==> config.mk <==
export PLATFORM = sky130hd
export DESIGN_NAME = calculator_program_splitter
export DESIGN_NICKNAME = d
export VERILOG_FILES = /design/src/rtl/core/cps_pkg.sv /design/src/rtl/core/calculator_program_splitter.sv
export SDC_FILE = /design/constraint.sdc
export NUM_CORES = 1
export LEC_CHECK = 0
export ABC_AREA = 1
export BUFFER_PORTS_ARGS = -buffer_cell sky130_fd_sc_hd__buf_2
export CELL_PAD_IN_SITES_DETAIL_PLACEMENT = 1
export CELL_PAD_IN_SITES_GLOBAL_PLACEMENT = 2
export CORE_MARGIN = 2
export CORE_UTILIZATION = 37
export CTS_CLUSTER_SIZE = 10
export DETAILED_ROUTE_END_ITERATION = 12
export PLACE_DENSITY = 0.89
export SLEW_MARGIN = 10
export SYNTH_ARGS = -nofsm -noshare
export SYNTH_HDL_FRONTEND = slang
export SYNTH_SLANG_ARGS = --single-unit
==> constraint.sdc <==
create_clock -name clk_i -period 3.3 [get_ports clk_i]
set_clock_uncertainty 0.15 [all_clocks]
set_input_delay 0.495 -clock clk_i [delete_from_list [all_inputs] [get_ports clk_i]]
set_output_delay 0.495 -clock clk_i [all_outputs]
set_load 0.1 [all_outputs]
==> src/rtl/core/cps_pkg.sv <==
// Types and constants of the calculator program splitter.
// No dependencies; used by the top level and the checker.
`timescale 1ns / 1ps

package cps_pkg;

  typedef enum logic [1:0] {
    PH_START   = 2'd0,
    PH_BODY    = 2'd1,
    PH_CSECOND = 2'd2,
    PH_CTHIRD  = 2'd3
  } phase_e;

  typedef enum logic [2:0] {
    K_SINGLE = 3'd0,
    K_TWO    = 3'd1,
    K_THREE  = 3'd2,
    K_LABEL  = 3'd3,
    K_END    = 3'd4,
    K_STRING = 3'd5
  } kind_e;

  localparam int unsigned DATA_W = 24;
  localparam int unsigned USER_W = 5;
  localparam int unsigned IDX_W  = 16;

  // opcode range bounds
  localparam logic [7:0] OP_TWO_LO   = 8'h90;
  localparam logic [7:0] OP_LBL_LO   = 8'hc0;
  localparam logic [7:0] OP_LBL_HI   = 8'hcd;
  localparam logic [7:0] OP_THREE_LO = 8'hd0;
  localparam logic [7:0] OP_STR_LO   = 8'hf0;

  // third-byte flags of a label/end
  localparam logic [7:0] FLAG_LABEL  = 8'h80;
  localparam logic [7:0] FLAG_GLOBAL = 8'h20;
  localparam logic [3:0] NIBBLE_MASK = 4'hf;

endpackage

==> src/rtl/core/calculator_program_splitter.sv <==
// Calculator program splitter: tags each program byte with instruction boundaries.
// Depends on cps_pkg.
`timescale 1ns / 1ps

//  channel  | dir | tdata                                  | tuser / tlast
//  s_axis   | in  | [7:0] code_byte                        | -
//  m_axis   | out | [7:0] byte_value, [23:8] program_index | tuser [0] instr_start,
//           |     |                                        | [3:1] instr_kind,
//           |     |                                        | [4] memory_end; tlast program_end
//
// One byte per cycle while m_axis accepts; each accepted byte appears on m_axis in the next cycle.
// The decode state updates in the accept cycle, so throughput is set by the
// single output register: s_axis_tready follows !m_axis_tvalid || m_axis_tready.
// After the global end, bytes are still accepted but dropped until reset.
// Reset (rst_ni low, async) returns to instruction-start, program index zero.

module calculator_program_splitter #(
  parameter int unsigned PROG_INDEX_BITS = 16
) (
  input  logic                       clk_i,
  input  logic                       rst_ni,
  input  logic                       s_axis_tvalid,
  output logic                       s_axis_tready,
  input  logic [7:0]                 s_axis_tdata,   // [7:0] code_byte
  output logic                       m_axis_tvalid,
  input  logic                       m_axis_tready,
  output logic [cps_pkg::DATA_W-1:0] m_axis_tdata,   // [7:0] byte_value, [23:8] program_index
  output logic [cps_pkg::USER_W-1:0] m_axis_tuser,   // [0] instr_start, [3:1] kind, [4] memory_end
  output logic                       m_axis_tlast    // program_end
);
  import cps_pkg::*;

  localparam int unsigned CW = PROG_INDEX_BITS;

  phase_e           phase_q, phase_d;
  logic [3:0]       left_q, left_d;
  kind_e            kind_q, kind_d;
  logic [CW-1:0]    count_q, count_d;
  logic             fin_q, fin_d;

  logic             out_valid_q, out_valid_d;
  logic [DATA_W-1:0] tdata_q, tdata_d;
  logic [USER_W-1:0] tuser_q, tuser_d;
  logic             tlast_q, tlast_d;

  logic             take;
  logic [32:0]      count_ext;
  logic [IDX_W-1:0] idx;
  logic [7:0]       b;
  kind_e            res_kind;
  logic             res_start, pend, mend;
  logic [3:0]       left_dec;

  assign s_axis_tready = !out_valid_q || m_axis_tready;
  assign take          = s_axis_tvalid && s_axis_tready && !fin_q;
  assign b             = s_axis_tdata;

  // saturate wide counters into the 16-bit index
  assign count_ext = 33'(count_q);
  assign idx       = (|count_ext[32:IDX_W]) ? '1 : count_ext[IDX_W-1:0];
  assign left_dec  = (left_q != 4'd0) ? left_q - 4'd1 : left_q;

  always_comb begin
    phase_d   = phase_q;
    left_d    = left_q;
    kind_d    = kind_q;
    count_d   = count_q;
    fin_d     = fin_q;
    res_kind  = kind_q;
    res_start = 1'b0;
    pend      = 1'b0;
    mend      = 1'b0;
    if (take) begin
      unique case (phase_q)
        PH_BODY: begin
          left_d = left_dec;
          if (left_dec == 4'd0) begin
            phase_d = PH_START;
          end
        end
        PH_CSECOND: begin
          phase_d = PH_CTHIRD;
        end
        PH_CTHIRD: begin
          priority if ((b & FLAG_LABEL) != 8'd0) begin
            res_kind = K_LABEL;
            left_d   = b[3:0] & NIBBLE_MASK;
            phase_d  = ((b[3:0] & NIBBLE_MASK) != 4'd0) ? PH_BODY : PH_START;
          end else if ((b & FLAG_GLOBAL) != 8'd0) begin
            res_kind = K_END;
            mend     = 1'b1;
            fin_d    = 1'b1;
            phase_d  = PH_START;
          end else begin
            res_kind = K_END;
            pend     = 1'b1;
            if (count_q != '1) begin
              count_d = count_q + CW'(1);
            end
            phase_d  = PH_START;
          end
          kind_d = res_kind;
        end
        PH_START: begin
          res_start = 1'b1;
          priority if (b < OP_TWO_LO) begin
            res_kind = K_SINGLE;
            phase_d  = PH_START;
          end else if (b < OP_LBL_LO) begin
            res_kind = K_TWO;
            left_d   = 4'd1;
            phase_d  = PH_BODY;
          end else if (b <= OP_LBL_HI) begin
            res_kind = K_LABEL;
            phase_d  = PH_CSECOND;
          end else if (b < OP_THREE_LO) begin
            res_kind = K_TWO;
            left_d   = 4'd1;
            phase_d  = PH_BODY;
          end else if (b < OP_STR_LO) begin
            res_kind = K_THREE;
            left_d   = 4'd2;
            phase_d  = PH_BODY;
          end else begin
            res_kind = K_STRING;
            left_d   = b[3:0] & NIBBLE_MASK;
            phase_d  = ((b[3:0] & NIBBLE_MASK) != 4'd0) ? PH_BODY : PH_START;
          end
          kind_d = res_kind;
        end
      endcase
    end
  end

  // output register
  always_comb begin
    out_valid_d = out_valid_q;
    tdata_d     = tdata_q;
    tuser_d     = tuser_q;
    tlast_d     = tlast_q;
    if (take) begin
      out_valid_d = 1'b1;
      tdata_d     = {idx, b};
      tuser_d     = {mend, res_kind, res_start};
      tlast_d     = pend;
    end else if (m_axis_tready) begin
      out_valid_d = 1'b0;
    end
  end

  always_ff @(posedge clk_i or negedge rst_ni) begin
    if (!rst_ni) begin
      phase_q     <= PH_START;
      left_q      <= 4'd0;
      kind_q      <= K_SINGLE;
      count_q     <= '0;
      fin_q       <= 1'b0;
      out_valid_q <= 1'b0;
    end else begin
      phase_q     <= phase_d;
      left_q      <= left_d;
      kind_q      <= kind_d;
      count_q     <= count_d;
      fin_q       <= fin_d;
      out_valid_q <= out_valid_d;
    end
  end

  always_ff @(posedge clk_i) begin
    tdata_q <= tdata_d;
    tuser_q <= tuser_d;
    tlast_q <= tlast_d;
  end

  assign m_axis_tvalid = out_valid_q;
  assign m_axis_tdata  = tdata_q;
  assign m_axis_tuser  = tuser_q;
  assign m_axis_tlast  = tlast_q;

endmodule

Word-level counts from Yosys, hierarchy flattened
Index checks and enable logic that the tools add are counted.
- logic and storage cells: 73
- bits of input ports: 12
- register bits: 57
- RAM bits: 0
- latch bits: 0
- memory bits (read-only): 0
- memories: 0
- output and inout bits: 32
- bitwise gates (word level): 3
- add/sub/neg operators: 2
- shifts and indexed selects: 0
- multiply operators: 0
- div/mod/pow operators: 0
- equality and inequality tests: 8
- order comparisons: 5
- mux-type cells: 29
- reductions and logical operators: 16
- operators with widths (operator ; count):
    $lt A8 B8 Y1 const B ; 4
    $mux W4 ; 7
    $mux W3 ; 6
    $add A16 B1 Y16 const B ; 1
    $ne A16 B16 Y1 const B ; 1
    $pmux W4 S3 ; 1
    $reduce_and A5 Y1 ; 2
    $mux W1 ; 9
    $le A8 B8 Y1 const B ; 1
    $mux W2 ; 4
    $pmux W2 S4 ; 1
    $reduce_bool A4 Y1 ; 2
    $ne A2 B2 Y1 const B ; 3
    $pmux W3 S2 ; 1
    $eq A2 B2 Y1 const B ; 2
    $logic_not A4 Y1 ; 1
    $reduce_and A4 Y1 ; 1
    $sub A4 B1 Y4 const B ; 1
    $ne A3 B3 Y1 const B ; 1
    $not A1 Y1 ; 3
    $reduce_bool A3 Y1 ; 1
    $eq A2 B1 Y1 const B ; 1
    $logic_and A1 B1 Y1 ; 2
    $logic_not A1 Y1 ; 2
    other kinds (5) ; 5

Logic depth before layout (Yosys ltp)
Gate-level depths: netlist of run 1.
- depth in word-level cells: 8
- depth in mapped cells: 13

Worst setup path after synthesis of run 1
Ideal clock, no wire load.
- path type: flip-flop to flip-flop
- start: register out_valid_q, in the netlist m_axis_tvalid
- end: register count_q[9]
- path buffers: 1
- arrival: 2.701 ns
- period minus slack after synthesis: 2.967 ns
- library setup time: 0.117 ns
- cell stages (with the launch flop): 12
- setup slack: 0.333 ns
- path through: dfrtp_1 nand2_2 nand2_2 nor2_4 inv_2 nor3_2 nand2_2 inv_2 buf_6 nand2_1 nand2_1 nand2_1
- longest elaborated chain between the ends: 5
- ends and longest elaborated chain (item ; line ; RTL):
    from (decl) ; calculator_program_splitter.sv:41 ; logic out_valid_q, out_valid_d;
    from (signal assigned) ; calculator_program_splitter.sv:165 ; out_valid_q <= out_valid_d;
    $logic_not A1 Y1 ; calculator_program_splitter.sv:54 ; assign s_axis_tready = !out_valid_q || m_axis_tready;
    $logic_or A1 B1 Y1 ; calculator_program_splitter.sv:54 ;
    named net s_axis_tready ; calculator_program_splitter.sv:23 ; output logic s_axis_tready,
    $logic_and A1 B1 Y1 (2 in a row) ; calculator_program_splitter.sv:55 ; assign take = s_axis_tvalid && s_axis_tready && !fin_q;
    $reduce_and A5 Y1 (no source line) ; n/a ;
    to (signal assigned) ; calculator_program_splitter.sv:163 ; count_q <= count_d;
    to (decl) ; calculator_program_splitter.sv:38 ; logic [CW-1:0] count_q, count_d;
The timed path passes the listed nets, and every way through them passes these cells.
A chain may end at the register's enable or synchronous reset.

Worst setup path after layout of run 1
- start: register phase_q[0]
- end: register count_q[9]
- longest elaborated chain between the ends: 2
- ends and longest elaborated chain (item ; line ; RTL):
    from (decl) ; calculator_program_splitter.sv:35 ; phase_e phase_q, phase_d;
    from (signal assigned) ; calculator_program_splitter.sv:160 ; phase_q <= phase_d;
    $eq A2 B2 Y1 ; calculator_program_splitter.sv:74 ; unique case (phase_q)
    $reduce_and A5 Y1 (no source line) ; n/a ;
No other way between the ends.

==> qor.txt, run 1 <==
max cap viols - 0
Setup TNS - 0 ns
die area - 8130 um^2
GRT overflow - 0
adder-cell share of the synthesized area - 0.0319
routability cong. - 0.774
share of the synthesized area in the top cell type - 0.328
Worst Path Required - 3.38 ns
largest family of logic cells by synthesized area - simple AND/OR/NAND/NOR gates
Cell Chain, Critical Path - ha_1 > inv_2 > or2_4 > nor3_2 > nand2_2 > inv_2 > nand2_1 > nand2_1 > nand2_1
post-synthesis simple-gate area fraction - 0.238
Final Core Density - 0.450
crit path from - phase_q[0]
Yosys Warn Count - 0
count of final setup violators - 0
CP Capture Point - count_q[9]
Hold WS - 0.0342 ns
share of cells above drive strength 1 - 0.217
worst hold path class - in -> async
TritonCTS clock tree - built
worst skew pair latency - 0.34 ns
critical path class - reg -> reg
TritonCTS buffer count - 9
Post-DRT Antenna Nets - 0
DP HPWL - 4.43 mm
Core Rows - 31
initial antenna violation count - 0
status - completed
DR iter-0 viols - 55
RR Endpoint - count_q[9]
post-CTS setup buffers - 0
CP max FO - 20
average size of a mapped cell - 9.34 um^2
flop-to-flop setup slack - 1.09 ns
Yosys reg bits - 57
Finished Layout Cells - 449
Crit-path slowest cell - dfrtp_1
dominant cells by area after synthesis - edfxtp_1, dfrtp_1, nand2_1
Hold-fix buffers, CTS - 0
CTS Sinks - 57
GRT Total Usage - 0.166
post-route setup slack - 1.09 ns
RR Startpoint - phase_q[0]
worst rel slew slack - 0.547
initial core utilization - 0.381
vias after detailed routing - 2111
# diodes - 0
1st-pass router iterations - 4
Hold Vio Cnt, Final - 0
Synthesized Nets - 313
post-placement setup slack - 1.09 ns
Final #Nets - 364
Gate Count Post-Synth - 294
core area - 7210 um^2
dpl cells - 433
Yosys cell types - 28
Fillers - 872
sequential cell area fraction in the yosys report - 0.574
Synth Area in XOR/XNOR - 0.0319
pwr/cell area - 881 nW/um^2
count of pins over their slew limit - 0
Least-Margin Pin Slew - 0.679 ns
largest net degree at the start of global routing - 37
Top Ports - 44
Clk Tree Root Cell - clkbuf_8
Arr. time, crit path - 2.28 ns
Reg2Reg Depth - 9
Avg WL per Cell - 13.8 um
crit end category - flip-flop
area grow syn2layout - 18.3%
Worst path max stage delay - 0.41 ns
commonest non-fill, non-tap cell in the layout - nand2_1
number of H-tree levels - 3
PostCTS Resize Cnt - 0
fmax - 453 MHz
vias in the first global route - 2282
first-pass GRT wire length - 10.8 mm
crit share post-route - 0.669
Static Leakage - 1.50 nW
Worst path most repeated cell - nand2_1
Buffers on Ports - 43
Avg Vias per Cell - 4.70
largest area contributor in the netlist - edfxtp_1
mapped cell area - 2750 um^2
die width - 90.2 um
Post-route DRC - 0
Reg clk slew, reported paths - 0.06 ns
Bufs on Longest Clock Path - 2
RSZ-0062 raised after global routing - false
CP Launch Type - flip-flop
Compound-Gate Fraction of Synth Area - 0.0651
Period minus WS final - 2.21 ns
Die H - 90.2 um
most frequent cells in the layout - nand2_1, buf_2, edfxtp_1, inv_1, dfrtp_1
VDD IR max - 236 uV
mux cell area share after synthesis - 0
total wire length - 6.19 mm
## worst min-delay path by stage
stage	depth (start not counted)	slack, ns	to	start
floorplan	0	0.05	count_q[0]	rst_ni
global placement	0	0.31	m_axis_tdata[23]	count_q[15]
detailed placement	2	0.32	kind_q[2]	kind_q[2]
CTS	1	0.06	count_q[2]	rst_ni
global route	1	0.07	left_q[0]	rst_ni
finish	1	0.03	left_q[2]	rst_ni
## flip-flops by register name, summed over array words and instances (netlist names)
name,count
count_q,16
fin_q,1
kind_q,3
left_q,4
m_axis_tdata,24
m_axis_tlast,1
m_axis_tuser,5
m_axis_tvalid,1
phase_q,2
## per-layer routing
metal	part of all wire	wire length, um	global-route usage
met1	0.45	2810	0.205
met2	0.49	3050	0.283
met3	0.041	251	0.0461
met4	0.013	83	0.0538
met5	0	0	0
## power breakdown
group / internal, mW / switching (mW)
Clock: 0.351 / 0.294
Combinational: 0.247 / 0.939
Sequential: 0.939 / 0.0927
Total: 1.54 / 1.33
## worst max-delay path: cells and delay by family (launching register included)
| kind | cells | cell delay, ns |
|---|---|---|
| DFF | 1 | 0.41 |
| buffers and inverters | 2 | 0.37 |
| and+or+nand+nor | 6 | 0.88 |
| adders and majority gates | 1 | 0.28 |
## synth_stat cells
| cell | n |
|---|---|
| or2_2 | 1 |
| nand3b_1 | 1 |
| a31oi_1 | 2 |
| dfrtp_1 | 27 |
| nor2_4 | 2 |
| xnor2_1 | 5 |
| o21ai_1 | 10 |
| nor2_1 | 22 |
| o21ai_0 | 14 |
| nand2_1 | 88 |
| nor2_2 | 1 |
| xor2_1 | 5 |
| nor3_1 | 4 |
| buf_6 | 3 |
| nand3_1 | 19 |
| a31o_2 | 1 |
| nand2_2 | 4 |
| nand3_2 | 1 |
| buf_2 | 1 |
| a21oi_1 | 6 |
| inv_2 | 4 |
| or2_4 | 1 |
| a22oi_1 | 1 |
| inv_1 | 29 |
| nand4_1 | 3 |
| edfxtp_1 | 30 |
| nor3_2 | 2 |
| ha_1 | 7 |
## cell type report
type / count / area, um^2 / share of cell area
tap: 99 / 124 / 0.0381
multi-input combinational: 200 / 1010 / 0.310
timing repair buffer: 44 / 223 / 0.0685
clock buffer: 10 / 128 / 0.0393
clock inverter: 6 / 67.6 / 0.0208
inverter: 33 / 124 / 0.0381
sequential: 57 / 1580 / 0.485
## stage by stage
step	cell area [um^2]	power [mW]
floorplan	2750	2.00
global placement	3050	2.22
detailed placement	3050	2.24
CTS	3250	2.90
global route	3250	3.05
finish	3250	2.86
## cell families (layout without fill, tap and decap cells)
logic type,after synthesis,in the layout
AND/OR/NAND/NOR,149,149
flip-flops,57,57
AO/OA/AOI/OAI,34,34
XOR/XNOR,10,10
adder cells (fa/ha/maj),7,7
buffers and inverters,37,93
No activity file was read; power rests on OpenSTA's default activity.
==> run 2, diff against run 1 <==
CORE_UTILIZATION = 34   (was 37)
PLACE_DENSITY = 0.83   (was 0.89)
clock period = 2.1 ns   (was 3.3 ns; I/O delays follow)
==> qor.txt, run 2 (synthesis results as in run 1) <==
status - completed
Static Leakage - 1.54 nW (+2.9%)
total wire length - 6.29 mm (+1.6%)
GRT Total Usage - 0.157 (-0.00887)
Reg2Reg Depth - 8 (-1)
Buffers on Ports - 43 (unchanged)
VDD IR max - 573 uV (+140%)
Crit-path slowest cell - dfrtp_1
RSZ-0062 raised after global routing - false
Hold WS - 0.0315 ns (-0.00275 ns)
Top delay family on crit path - simple AND/OR/NAND/NOR gates
Post-DRT Antenna Nets - 0 (unchanged)
vias in the first global route - 2216 (-2.9%)
worst skew pair latency - 0.33 ns (about the same)
Top Ports - 44 (unchanged)
# diodes - 0 (unchanged)
die area - 8810 um^2 (+8.4%)
CP max FO - 11 (-45%)
Post-route DRC - 0 (unchanged)
count of final setup violators - 0 (unchanged)
Worst Path Buf+Inv - 2 (unchanged)
number of H-tree levels - 3 (unchanged)
DP HPWL - 4.58 mm (+3.3%)
HP Start - s_axis_tdata[6]
crit end category - flip-flop
initial antenna violation count - 0 (unchanged)
RR Startpoint - phase_q[1]
max cap viols - 0 (unchanged)
TritonCTS clock tree - built
worst hold path class - in -> reg
die width - 93.9 um (+4.1%)
routability cong. - 0.788 (+1.8%)
count of pins over their slew limit - 0 (unchanged)
area grow syn2layout - 23.0%
first-pass GRT wire length - 10.6 mm (-1.9%)
Arr. time, crit path - 1.97 ns (-0.31 ns)
vias after detailed routing - 2157 (+2.2%)
Reg clk slew, reported paths - 0.07 ns (about the same)
DR iter-0 viols - 74 (+35%)
Worst Path Required - 2.17 ns (-1.21 ns)
initial core utilization - 0.354 (-0.0271)
max FFs per register - 24 (unchanged)
CTS Sinks - 57 (unchanged)
1st-pass router iterations - 4 (unchanged)
fmax - 525 MHz (+16%)
Bufs on Longest Clock Path - 2 (unchanged)
CP Launch Type - flip-flop
Cell Chain, Critical Path - ha_4 > inv_2 > or2_4 > nor3_2 > nand2_2 > buf_4 > o21ai_0 > nand2_1
core area - 7770 um^2 (+7.7%)
crit share post-route - 0.907 (+0.238)
Setup TNS - 0 ns (unchanged)
TritonCTS buffer count - 9 (unchanged)
RR Endpoint - count_q[4]
critical path class - reg -> reg
largest net degree at the start of global routing - 37 (unchanged)
Clk Tree Root Cell - clkbuf_8
GRT overflow - 0 (unchanged)
Die H - 93.9 um (+4.1%)
Core Rows - 32 (+3.2%)
Period minus WS final - 1.90 ns (-0.302 ns)
Design Power - 4.77 mW (+66%)
Final #Nets - 369 (+1.4%)
placed inst area - 3110 um^2 (+1.8%)
Hold Path Depth - 1
Hold EP - m_axis_tdata[6]
flop-to-flop setup slack - 0.20 ns (-0.90 ns)
most frequent cells in the layout - nand2_1, buf_2, edfxtp_1, inv_1, dfrtp_1
Avg Vias per Cell - 4.72 (+0.39%)
Worst path max stage delay - 0.42 ns (about the same)
Avg WL per Cell - 13.8 um (-0.15%)
Fillers - 909 (+4.2%)
Hold Vio Cnt, Final - 0 (unchanged)
worst rel slew slack - 0.640 (+0.0927)
Finished Cell Area - 3380 um^2 (+3.9%)
share of cells above drive strength 1 - 0.234 (+0.0167)
pwr/cell area - 1410 nW/um^2 (+60%)
commonest non-fill, non-tap cell in the layout - nand2_1
Least-Margin Pin Slew - 0.540 ns (-0.139 ns)
-- run 2: changes by cell type in the layout (fill, tap and decap cells not counted), moves of 2 or more --
cell / delta
buf_4: +3
bufinv_16: +2
dfrtp_1: -2
ha_1: -2
nand2_2: -2
-- run 2: final cells by class --
cell class                      count  area (um^2)  area share
Inverter                           33          126      0.0374
Timing Repair Buffer               49          267      0.0789
Tap cell                          102          128      0.0378
Clock inverter                      6          106      0.0315
Clock buffer                       10          128      0.0378
Multi-Input combinational cell    200         1040       0.308
Sequential cell                    57         1580       0.468
-- run 2: layer usage --
layer / track usage / vias up / wire (um)
met5: 0 / - / 0
met4: 0.0362 / 0 / 41
met3: 0.0562 / 4 / 317
met2: 0.261 / 45 / 3050
met1: 0.197 / 1032 / 2890
li1: - / 1076 / -
-- run 2: through the flow --
stage	instances	util	setup WS, ns
detailed placement	440	0.400	0.0220
floorplan	294	-	-0.327
finish	457	0.435	0.196
global placement	440	0.400	0.156
CTS	457	0.432	0.0137
global route	457	0.435	0.0504
-- run 2: worst max path at each step --
stage / slack (ns) / endpoint / cells past startpoint / startpoint
global route: 0.05 / phase_q[0] / 12 / left_q[0]
floorplan: -0.33 / count_q[9] / 11 / m_axis_tvalid
CTS: 0.01 / count_q[1] / 9 / phase_q[0]
global placement: 0.16 / count_q[1] / 9 / phase_q[0]
finish: 0.20 / count_q[4] / 8 / phase_q[1]
detailed placement: 0.02 / count_q[1] / 9 / phase_q[0]
-- run 2: worst register-to-register path, cell delays in order, from the launching register on --
cell and delay (ns):
dfrtp_1 0.42, ha_4 0.19, inv_2 0.04, or2_4 0.25, nor3_2 0.20, nand2_2 0.10
buf_4 0.19, o21ai_0 0.18, nand2_1 0.07
-- run 2: what timing repair did --
action                     4_1_cts  5_1_grt
hold buffers                     1        0
buffers inserted                 0        0
resized for setup                0        7
hold endpoints to repair        21        0
setup endpoints to repair        0       15
-- run 2: where the power goes --
| group | switching (mW) | total (mW) | internal, mW |
|---|---|---|---|
| Clock | 0.440 | 1.22 | 0.782 |
| Sequential | 0.162 | 1.64 | 1.48 |
| Combinational | 1.49 | 1.90 | 0.406 |
